`config.mk`:
```
export PLATFORM = sky130hd
export DESIGN_NAME = rank_sort_descending
export DESIGN_NICKNAME = d
export VERILOG_FILES = /design/src/design/rsd_pkg.sv /design/src/design/rsd_fifo.sv /design/src/design/rsd_front.sv /design/src/design/rsd_back.sv /design/src/design/rank_sort_descending.sv
export SDC_FILE = /design/constraint.sdc
export NUM_CORES = 1
export LEC_CHECK = 0
export BUFFER_PORTS_ARGS = -buffer_cell sky130_fd_sc_hd__buf_4
export CORE_ASPECT_RATIO = 0.7
export CORE_MARGIN = 5
export CORE_UTILIZATION = 50
export CTS_CLUSTER_DIAMETER = 30
export CTS_CLUSTER_SIZE = 10
export DETAILED_ROUTE_END_ITERATION = 16
export PLACE_DENSITY = 0.64
export SLEW_MARGIN = 20
export SYNTH_ARGS = -nofsm -noshare
export SYNTH_HDL_FRONTEND = slang
export SYNTH_HIERARCHICAL = 1
export SYNTH_SLANG_ARGS = --single-unit
```
`constraint.sdc`:
```
create_clock -name clk_i -period 6.2 [get_ports clk_i]
set_input_delay 0 -clock clk_i [delete_from_list [all_inputs] [get_ports clk_i]]
set_output_delay 0 -clock clk_i [all_outputs]
set_load 0.02 [all_outputs]
```
`src/design/rsd_pkg.sv`:
```
// ----------------------------------------------------------------------------
// rsd_pkg
// Shared constants and types for the descending rank sorter.
// ----------------------------------------------------------------------------
package rsd_pkg;

  // Largest number of values in one set.
  localparam int unsigned SET_SIZE   = 16;
  localparam int unsigned DATA_W     = 32;
  localparam int unsigned IDX_W      = $clog2(SET_SIZE);
  localparam int unsigned CNT_W      = $clog2(SET_SIZE + 1);

  // Depth of the job queue between the front and the back.
  localparam int unsigned FIFO_DEPTH = 4;
  localparam int unsigned FPTR_W     = $clog2(FIFO_DEPTH);
  localparam int unsigned FCNT_W     = $clog2(FIFO_DEPTH + 1);

  // One classified input transaction as it travels through the queue.
  typedef struct packed {
    logic [DATA_W-1:0] value;
    logic              do_store;  // value is kept in the set
    logic              is_last;   // set is closed, start ranking
  } job_t;

  typedef enum logic [2:0] {
    ST_LOAD = 3'b001,
    ST_RANK = 3'b010,
    ST_EMIT = 3'b100
  } back_state_e;

endpackage

```
`src/design/rsd_fifo.sv`:
```
// ----------------------------------------------------------------------------
// rsd_fifo
// Small synchronous job queue between the front and the back.
// ----------------------------------------------------------------------------
module rsd_fifo import rsd_pkg::*; (
  input  logic clk_i,
  input  logic rst_ni,
  input  logic push_i,
  input  job_t push_job_i,
  output logic full_o,
  input  logic pop_i,
  output job_t pop_job_o,
  output logic empty_o
);

  job_t              entry_q [FIFO_DEPTH];
  logic [FPTR_W-1:0] wr_ptr_q, wr_ptr_d;
  logic [FPTR_W-1:0] rd_ptr_q, rd_ptr_d;
  logic [FCNT_W-1:0] count_q, count_d;
  logic              do_push, do_pop;

  assign full_o    = (count_q == FCNT_W'(FIFO_DEPTH));
  assign empty_o   = (count_q == '0);
  assign do_push   = push_i && !full_o;
  assign do_pop    = pop_i && !empty_o;
  assign pop_job_o = entry_q[rd_ptr_q];

  always_comb begin
    wr_ptr_d = wr_ptr_q;
    rd_ptr_d = rd_ptr_q;
    count_d  = count_q;
    if (do_push) begin
      wr_ptr_d = (wr_ptr_q == FPTR_W'(FIFO_DEPTH - 1)) ? '0 : wr_ptr_q + FPTR_W'(1);
    end
    if (do_pop) begin
      rd_ptr_d = (rd_ptr_q == FPTR_W'(FIFO_DEPTH - 1)) ? '0 : rd_ptr_q + FPTR_W'(1);
    end
    if (do_push && !do_pop) begin
      count_d = count_q + FCNT_W'(1);
    end else if (!do_push && do_pop) begin
      count_d = count_q - FCNT_W'(1);
    end
  end

  always_ff @(posedge clk_i or negedge rst_ni) begin
    if (!rst_ni) begin
      wr_ptr_q <= '0;
      rd_ptr_q <= '0;
      count_q  <= '0;
    end else begin
      wr_ptr_q <= wr_ptr_d;
      rd_ptr_q <= rd_ptr_d;
      count_q  <= count_d;
    end
  end

  always_ff @(posedge clk_i) begin
    if (do_push) begin
      entry_q[wr_ptr_q] <= push_job_i;
    end
  end

endmodule

```
`src/design/rsd_front.sv`:
```
// ----------------------------------------------------------------------------
// rsd_front
// Accepts input transactions, keeps the set fill count and decides whether
// each value is stored, closes the set, or is dropped.
// ----------------------------------------------------------------------------
module rsd_front import rsd_pkg::*; (
  input  logic              clk_i,
  input  logic              rst_ni,
  input  logic              s_tvalid_i,
  output logic              s_tready_o,
  input  logic [DATA_W-1:0] s_tdata_i,
  input  logic              s_tlast_i,
  input  logic              fifo_full_i,
  output logic              push_o,
  output job_t              push_job_o
);

  logic [CNT_W-1:0] fill_q, fill_d;
  logic             accept;
  logic             has_room;

  assign s_tready_o = !fifo_full_i;
  assign accept     = s_tvalid_i && s_tready_o;
  assign has_room   = (fill_q < CNT_W'(SET_SIZE));

  assign push_job_o.value    = s_tdata_i;
  assign push_job_o.do_store = has_room;
  assign push_job_o.is_last  = s_tlast_i;
  // A value past a full set is dropped unless it still has to close the set.
  assign push_o = accept && (has_room || s_tlast_i);

  always_comb begin
    fill_d = fill_q;
    if (accept) begin
      if (s_tlast_i) begin
        fill_d = '0;
      end else if (has_room) begin
        fill_d = fill_q + CNT_W'(1);
      end
    end
  end

  always_ff @(posedge clk_i or negedge rst_ni) begin
    if (!rst_ni) begin
      fill_q <= '0;
    end else begin
      fill_q <= fill_d;
    end
  end

endmodule

```
`src/design/rsd_back.sv`:
```
// ----------------------------------------------------------------------------
// rsd_back
// Loads a set from the queue, ranks every value against the whole set and
// streams the values out in rank order.
// ----------------------------------------------------------------------------
module rsd_back import rsd_pkg::*; (
  input  logic              clk_i,
  input  logic              rst_ni,
  input  logic              fifo_empty_i,
  input  job_t              pop_job_i,
  output logic              pop_o,
  output logic              m_tvalid_o,
  input  logic              m_tready_i,
  output logic [DATA_W-1:0] m_tdata_o,
  output logic              m_tlast_o
);

  logic [DATA_W-1:0] val_mem  [SET_SIZE];
  logic [DATA_W-1:0] sort_mem [SET_SIZE];

  back_state_e       state_q, state_d;
  logic [CNT_W-1:0]  fill_q, fill_d;
  logic [CNT_W-1:0]  cnt_q, cnt_d;
  logic [CNT_W-1:0]  p_q, p_d;
  logic [CNT_W-1:0]  q_q, q_d;
  logic [IDX_W-1:0]  rank_q, rank_d;
  logic              cmp_vld_q, cmp_vld_d;
  logic [CNT_W-1:0]  cmp_idx_q, cmp_idx_d;
  logic [CNT_W-1:0]  emit_q, emit_d;
  logic              out_vld_q, out_vld_d;
  logic              out_last_q, out_last_d;
  logic [DATA_W-1:0] vp_q, vq_q, out_data_q;

  logic              store_wr;
  logic              rank_done;
  logic              out_load;
  logic              beats;

  assign pop_o      = (state_q == ST_LOAD) && !fifo_empty_i;
  assign store_wr   = pop_o && pop_job_i.do_store;
  assign rank_done  = (state_q == ST_RANK) && (q_q == cnt_q) && !cmp_vld_q;
  assign out_load   = (state_q == ST_EMIT) && (!out_vld_q || m_tready_i);
  // Count one more when the compared value is larger, or equal and earlier.
  assign beats      = (vq_q > vp_q) || ((vq_q == vp_q) && (cmp_idx_q < p_q));

  assign m_tvalid_o = out_vld_q;
  assign m_tdata_o  = out_data_q;
  assign m_tlast_o  = out_last_q;

  always_comb begin
    state_d    = state_q;
    fill_d     = fill_q;
    cnt_d      = cnt_q;
    p_d        = p_q;
    q_d        = q_q;
    rank_d     = rank_q;
    cmp_vld_d  = 1'b0;
    cmp_idx_d  = q_q;
    emit_d     = emit_q;
    out_vld_d  = out_vld_q;
    out_last_d = out_last_q;

    if (out_vld_q && m_tready_i) begin
      out_vld_d = 1'b0;
    end

    unique case (state_q)
      ST_LOAD: begin
        if (pop_o) begin
          if (pop_job_i.is_last) begin
            cnt_d   = fill_q + CNT_W'(pop_job_i.do_store);
            fill_d  = '0;
            p_d     = '0;
            q_d     = '0;
            rank_d  = '0;
            state_d = ST_RANK;
          end else if (pop_job_i.do_store) begin
            fill_d = fill_q + CNT_W'(1);
          end
        end
      end
      ST_RANK: begin
        if (q_q != cnt_q) begin
          cmp_vld_d = 1'b1;
          q_d       = q_q + CNT_W'(1);
        end
        if (cmp_vld_q && beats) begin
          rank_d = rank_q + IDX_W'(1);
        end
        if (rank_done) begin
          rank_d = '0;
          q_d    = '0;
          p_d    = p_q + CNT_W'(1);
          if (p_q == cnt_q - CNT_W'(1)) begin
            emit_d  = '0;
            state_d = ST_EMIT;
          end
        end
      end
      ST_EMIT: begin
        if (out_load) begin
          out_vld_d  = 1'b1;
          out_last_d = (emit_q == cnt_q - CNT_W'(1));
          emit_d     = emit_q + CNT_W'(1);
          if (emit_q == cnt_q - CNT_W'(1)) begin
            state_d = ST_LOAD;
          end
        end
      end
      default: begin
        state_d = ST_LOAD;
      end
    endcase
  end

  always_ff @(posedge clk_i or negedge rst_ni) begin
    if (!rst_ni) begin
      state_q    <= ST_LOAD;
      fill_q     <= '0;
      cnt_q      <= '0;
      p_q        <= '0;
      q_q        <= '0;
      rank_q     <= '0;
      cmp_vld_q  <= 1'b0;
      cmp_idx_q  <= '0;
      emit_q     <= '0;
      out_vld_q  <= 1'b0;
      out_last_q <= 1'b0;
    end else begin
      state_q    <= state_d;
      fill_q     <= fill_d;
      cnt_q      <= cnt_d;
      p_q        <= p_d;
      q_q        <= q_d;
      rank_q     <= rank_d;
      cmp_vld_q  <= cmp_vld_d;
      cmp_idx_q  <= cmp_idx_d;
      emit_q     <= emit_d;
      out_vld_q  <= out_vld_d;
      out_last_q <= out_last_d;
    end
  end

  // Value store: one write port, two registered read ports.
  always_ff @(posedge clk_i) begin
    if (store_wr) begin
      val_mem[fill_q[IDX_W-1:0]] <= pop_job_i.value;
    end
    vp_q <= val_mem[p_q[IDX_W-1:0]];
    vq_q <= val_mem[q_q[IDX_W-1:0]];
  end

  // Ranked store: written at the rank, read in order into the output register.
  always_ff @(posedge clk_i) begin
    if (rank_done) begin
      sort_mem[rank_q] <= vp_q;
    end
    if (out_load) begin
      out_data_q <= sort_mem[emit_q[IDX_W-1:0]];
    end
  end

endmodule

```
`src/design/rank_sort_descending.sv`:
```
// ----------------------------------------------------------------------------
// rank_sort_descending
// Rank sort of one set of unsigned 32-bit values, emitted in descending order.
// ----------------------------------------------------------------------------
// Values arrive one per input transaction, and the transaction with tlast high
// closes the set. Up to SET_SIZE (16) values are kept; later values of the same
// set are dropped, although a dropped value with tlast still closes the set.
// Each value is then ranked by the number of values in the set that are larger
// than it, with equal values kept in arrival order, and the set leaves in
// descending order with tlast on its final value. The front side accepts one
// transaction per cycle into a four-entry job queue while the queue has room,
// so it keeps taking the next set while the back side works. The back side
// loads one value a cycle while the queue holds jobs, then ranks the set with
// one comparator and emits one value per cycle while the output is ready.
// Ranking is bound by the single comparator and the read ports of the value
// store. No clearing pass follows reset.
module rank_sort_descending import rsd_pkg::*; (
  input  logic              clk_i,
  input  logic              rst_ni,
  // Input stream: one value per transaction.
  input  logic              s_axis_tvalid,
  output logic              s_axis_tready,
  input  logic [DATA_W-1:0] s_axis_tdata,   // [31:0] sample_value
  input  logic              s_axis_tlast,   // is_final
  // Output stream: sorted values, largest first.
  output logic              m_axis_tvalid,
  input  logic              m_axis_tready,
  output logic [DATA_W-1:0] m_axis_tdata,   // [31:0] sorted_value
  output logic              m_axis_tlast    // end_of_run
);

  job_t push_job, pop_job;
  logic push, pop, fifo_full, fifo_empty;

  // The front classifies each transaction: store, close the set, or drop.
  rsd_front u_front (
    .clk_i      (clk_i),
    .rst_ni     (rst_ni),
    .s_tvalid_i (s_axis_tvalid),
    .s_tready_o (s_axis_tready),
    .s_tdata_i  (s_axis_tdata),
    .s_tlast_i  (s_axis_tlast),
    .fifo_full_i(fifo_full),
    .push_o     (push),
    .push_job_o (push_job)
  );

  // The queue lets the front run ahead while the back ranks a set.
  rsd_fifo u_fifo (
    .clk_i      (clk_i),
    .rst_ni     (rst_ni),
    .push_i     (push),
    .push_job_i (push_job),
    .full_o     (fifo_full),
    .pop_i      (pop),
    .pop_job_o  (pop_job),
    .empty_o    (fifo_empty)
  );

  // The back stores, ranks and emits one set at a time.
  rsd_back u_back (
    .clk_i       (clk_i),
    .rst_ni      (rst_ni),
    .fifo_empty_i(fifo_empty),
    .pop_job_i   (pop_job),
    .pop_o       (pop),
    .m_tvalid_o  (m_axis_tvalid),
    .m_tready_i  (m_axis_tready),
    .m_tdata_o   (m_axis_tdata),
    .m_tlast_o   (m_axis_tlast)
  );

endmodule

```
==> impl_metrics.tcl <==
set metrics [dict create \
    slew_headroom 0.251 \
    yosys-top-cells-area "edfxtp_1 67%, mux4_2 22%, dfxtp_1 2.4%, dfrtp_1 2.4%, ha_1 1.3%" \
    wl_um 121000 \
    crit_slowest_cell "dfrtp_4" \
    clkTransAtPathRegs_ns 0.05 \
    critical-path-max-stage-delay_ns 1.00 \
    worst-setup-path-type "flop to flop" \
    via_per_inst 6.17 \
    yosys_warnings 6 \
    synth_top_family_by_area "multiplexers" \
    leakage_nw 20.4 \
    wl_per_cell_um 28.7 \
    nets 2702 \
    ys_seq_elements 1308 \
    drv_cap 0 \
    die_h_um 284 \
    finalCritPeriodShare 0.625 \
    cts_hold_buf 70 \
    setup_viol 0 \
    slew_viol_final 0 \
    fin_setup_tns_ns 0 \
    layout-drive-gt1-share 0.368 \
    ff2ff_path_depth 7 \
    grt_pass1_wl_um 181000 \
    grt-ovfl-total 0 \
    r2r_start "u_back/cmp_idx_d[0]" \
    syn_area_um2 53500 \
    ctsResizeCount 0 \
    hold_depth 3 \
    start_util 0.504 \
    min_path_type "input port to flop" \
    synthesis.nets 2480 \
    cts_tree "done" \
    fmax_mhz 258 \
    hpwlAfterDp_um 65300 \
    async_flop_share 0.0398 \
    yosys.area_share.xor_xnor 0.00608 \
    clock_skew_ns 0.0253 \
    die_w_um 401 \
    place_congestion 0.763 \
    cts_setup_buffers 0 \
    ant_nets 0 \
    worst-path-stages 7 \
    yosys-top-cells-count "1,192 x edfxtp_1, 514 x mux4_2, 77 x clkbuf_1" \
    drc_errors 0 \
    crit_family "simple AND/OR/NAND/NOR gates" \
    tightest_slew_ns 1.11 \
    yosysUniqueCellTypes 68 \
    min-delay-start "s_axis_tlast" \
    boundaryPins 72 \
    cts_buffers 196 \
    worstPathCellList "xor2_1 -> nor3_2 -> nand2_1 -> nor2_1 -> nand2_1 -> nor4_2 -> buf_4" \
    synth-simple-area-share 0.0169 \
    grt_max_degree 134 \
    htreeDepth 4 \
    worstPathArrival_ns 4.33 \
    cp-startpoint "u_back/cmp_idx_d[0]" \
    fillers 7292 \
    post-route-util 0.597 \
    antenna_cells 0 \
    cts_buffer_depth 3 \
    critical_path_buf_inv_count 1 \
    endpoint_kind "flop" \
    coreArea_um2 106000 \
    final-hold-violation-count 0 \
    dr.first_iter.drc_count 2655 \
    dieArea_um2 114000 \
    vias 25900 \
    clk_latency_ns 0.79 \
    period_needed_ns 3.87 \
    grtUsageTotal 0.214 \
    port_buffers 71 \
    ys_seq_area_frac 0.717 \
    netlist.area_leader.share 0.669 \
    reg2reg_setup_slack_ns 2.33 \
    synth_compound_area_frac 0.00851 \
    rsz0062_at_grt "no" \
    post-synth-top-count-cell "edfxtp_1" \
    synth_mux_area_frac 0.218 \
    syn_avg_cell_area_um2 22.4 \
    crit_top_cell "nand2_1" \
    synthAdderAreaFrac 0.0137 \
    num_rows 100 \
    ctsRootBufferMaster "clkbuf_16" \
    crit_path_max_fanout 42 \
    syn_to_final_growth_pct 18.4 \
    ir_drop_mv 0.345 \
    p_per_area_nw_per_um2 478 \
    synthCells 2385 \
    first_global_vias 27200 \
    status "complete, no violations" \
    cts_sinks 1308 \
    synth-edff-count 1192 \
    antenna_found_initial 0 \
    worstPathRequired_ns 6.65 \
    synth_top_flop_cell "edfxtp_1" \
    yosys.area.top_type "edfxtp_1" \
    first_pass_iters 7 \
    worstSetupStartpointType "flop" \
]
==> path summary, 6_finish.rpt <==
check | end
hold / removal | u_front/fill_q[4]
min in group asynchronous | u_back/state_q[0]
setup reg to reg | u_back/sort_mem[4][20]
setup / recovery | u_back/sort_mem[4][20]
max in group asynchronous | u_back/p_q[0]
hold reg to reg | u_back/cmp_idx_q[4]
==> routing by layer <==
metal / part of all wire / GRT usage / vias up
li1: - / - / 10600
met1: 0.43 / 0.318 / 14000
met2: 0.48 / 0.337 / 1109
met3: 0.074 / 0.0367 / 163
met4: 0.017 / 0.0560 / 0
met5: 0 / 0 / -
==> area by class of cell <==
class / count / area (µm²) / area share
sequential: 1308 / 38400 / 0.606
multi-input combinational: 853 / 14300 / 0.225
clock buffer: 248 / 5260 / 0.0831
tap: 1428 / 1790 / 0.0282
timing repair buffer: 192 / 1760 / 0.0277
clock inverter: 118 / 1680 / 0.0265
inverter: 56 / 210 / 0.00332
==> cells in the final DEF, fill, tap and decap left out, types with 38 or more instances in the layout <==
master / n
buf_4: 114
clkbuf_1: 38
clkbuf_16: 198
dfrtp_1: 39
dfxtp_1: 64
dlygate4sd3_1: 69
edfxtp_1: 1192
ha_1: 57
inv_1: 55
mux4_2: 514
==> where the power goes <==
group,switching (W),internal (W)
Clock,0.00395,0.00745
Sequential,0.00115,0.0118
Combinational,0.00314,0.00283
==> cells by family after synthesis <==
family / count (synthesis)
AOI/OAI and AO/OA: 72
adders and majority gates: 58
muxes: 522
DFF: 1308
buffers and inverters: 224
xor gates and xnor gates: 34
and+or+nand+nor: 167
==> worst reg2reg max path: cells and delay by family (launching register included) <==
| family | cells | cell delay [ns] |
|---|---|---|
| flops | 1 | 1.00 |
| xor+xnor | 1 | 0.20 |
| buf+inv | 1 | 0.40 |
| simple gates | 5 | 1.96 |
==> state kept, by name, indices dropped and copies added, names as in the netlist, 32 cells and up <==
signal            count
u_back/sort_mem     512
u_back/val_mem      512
u_fifo/entry_q      136
u_back/m_tdata_o     32
u_back/vp_q          32
u_back/vq_q          32
==> per-stage QoR <==
stage	total power, W	instances	setup slack, ns	cell area (µm²)	hold slack [ns]
2_1_floorplan	0.0169	2385	1.24	53500	-0.296
3_3_place_gp	0.0189	3763	2.36	55600	0.0847
3_5_place_dp	0.0191	3766	2.33	55700	0.100
4_1_cts	0.0306	4202	2.30	63300	0.00249
5_1_grt	0.0315	4203	2.04	63400	0.0518
6_report	0.0303	4203	2.33	63400	0.0501
Note: power is estimated with default switching activity, not from simulation.
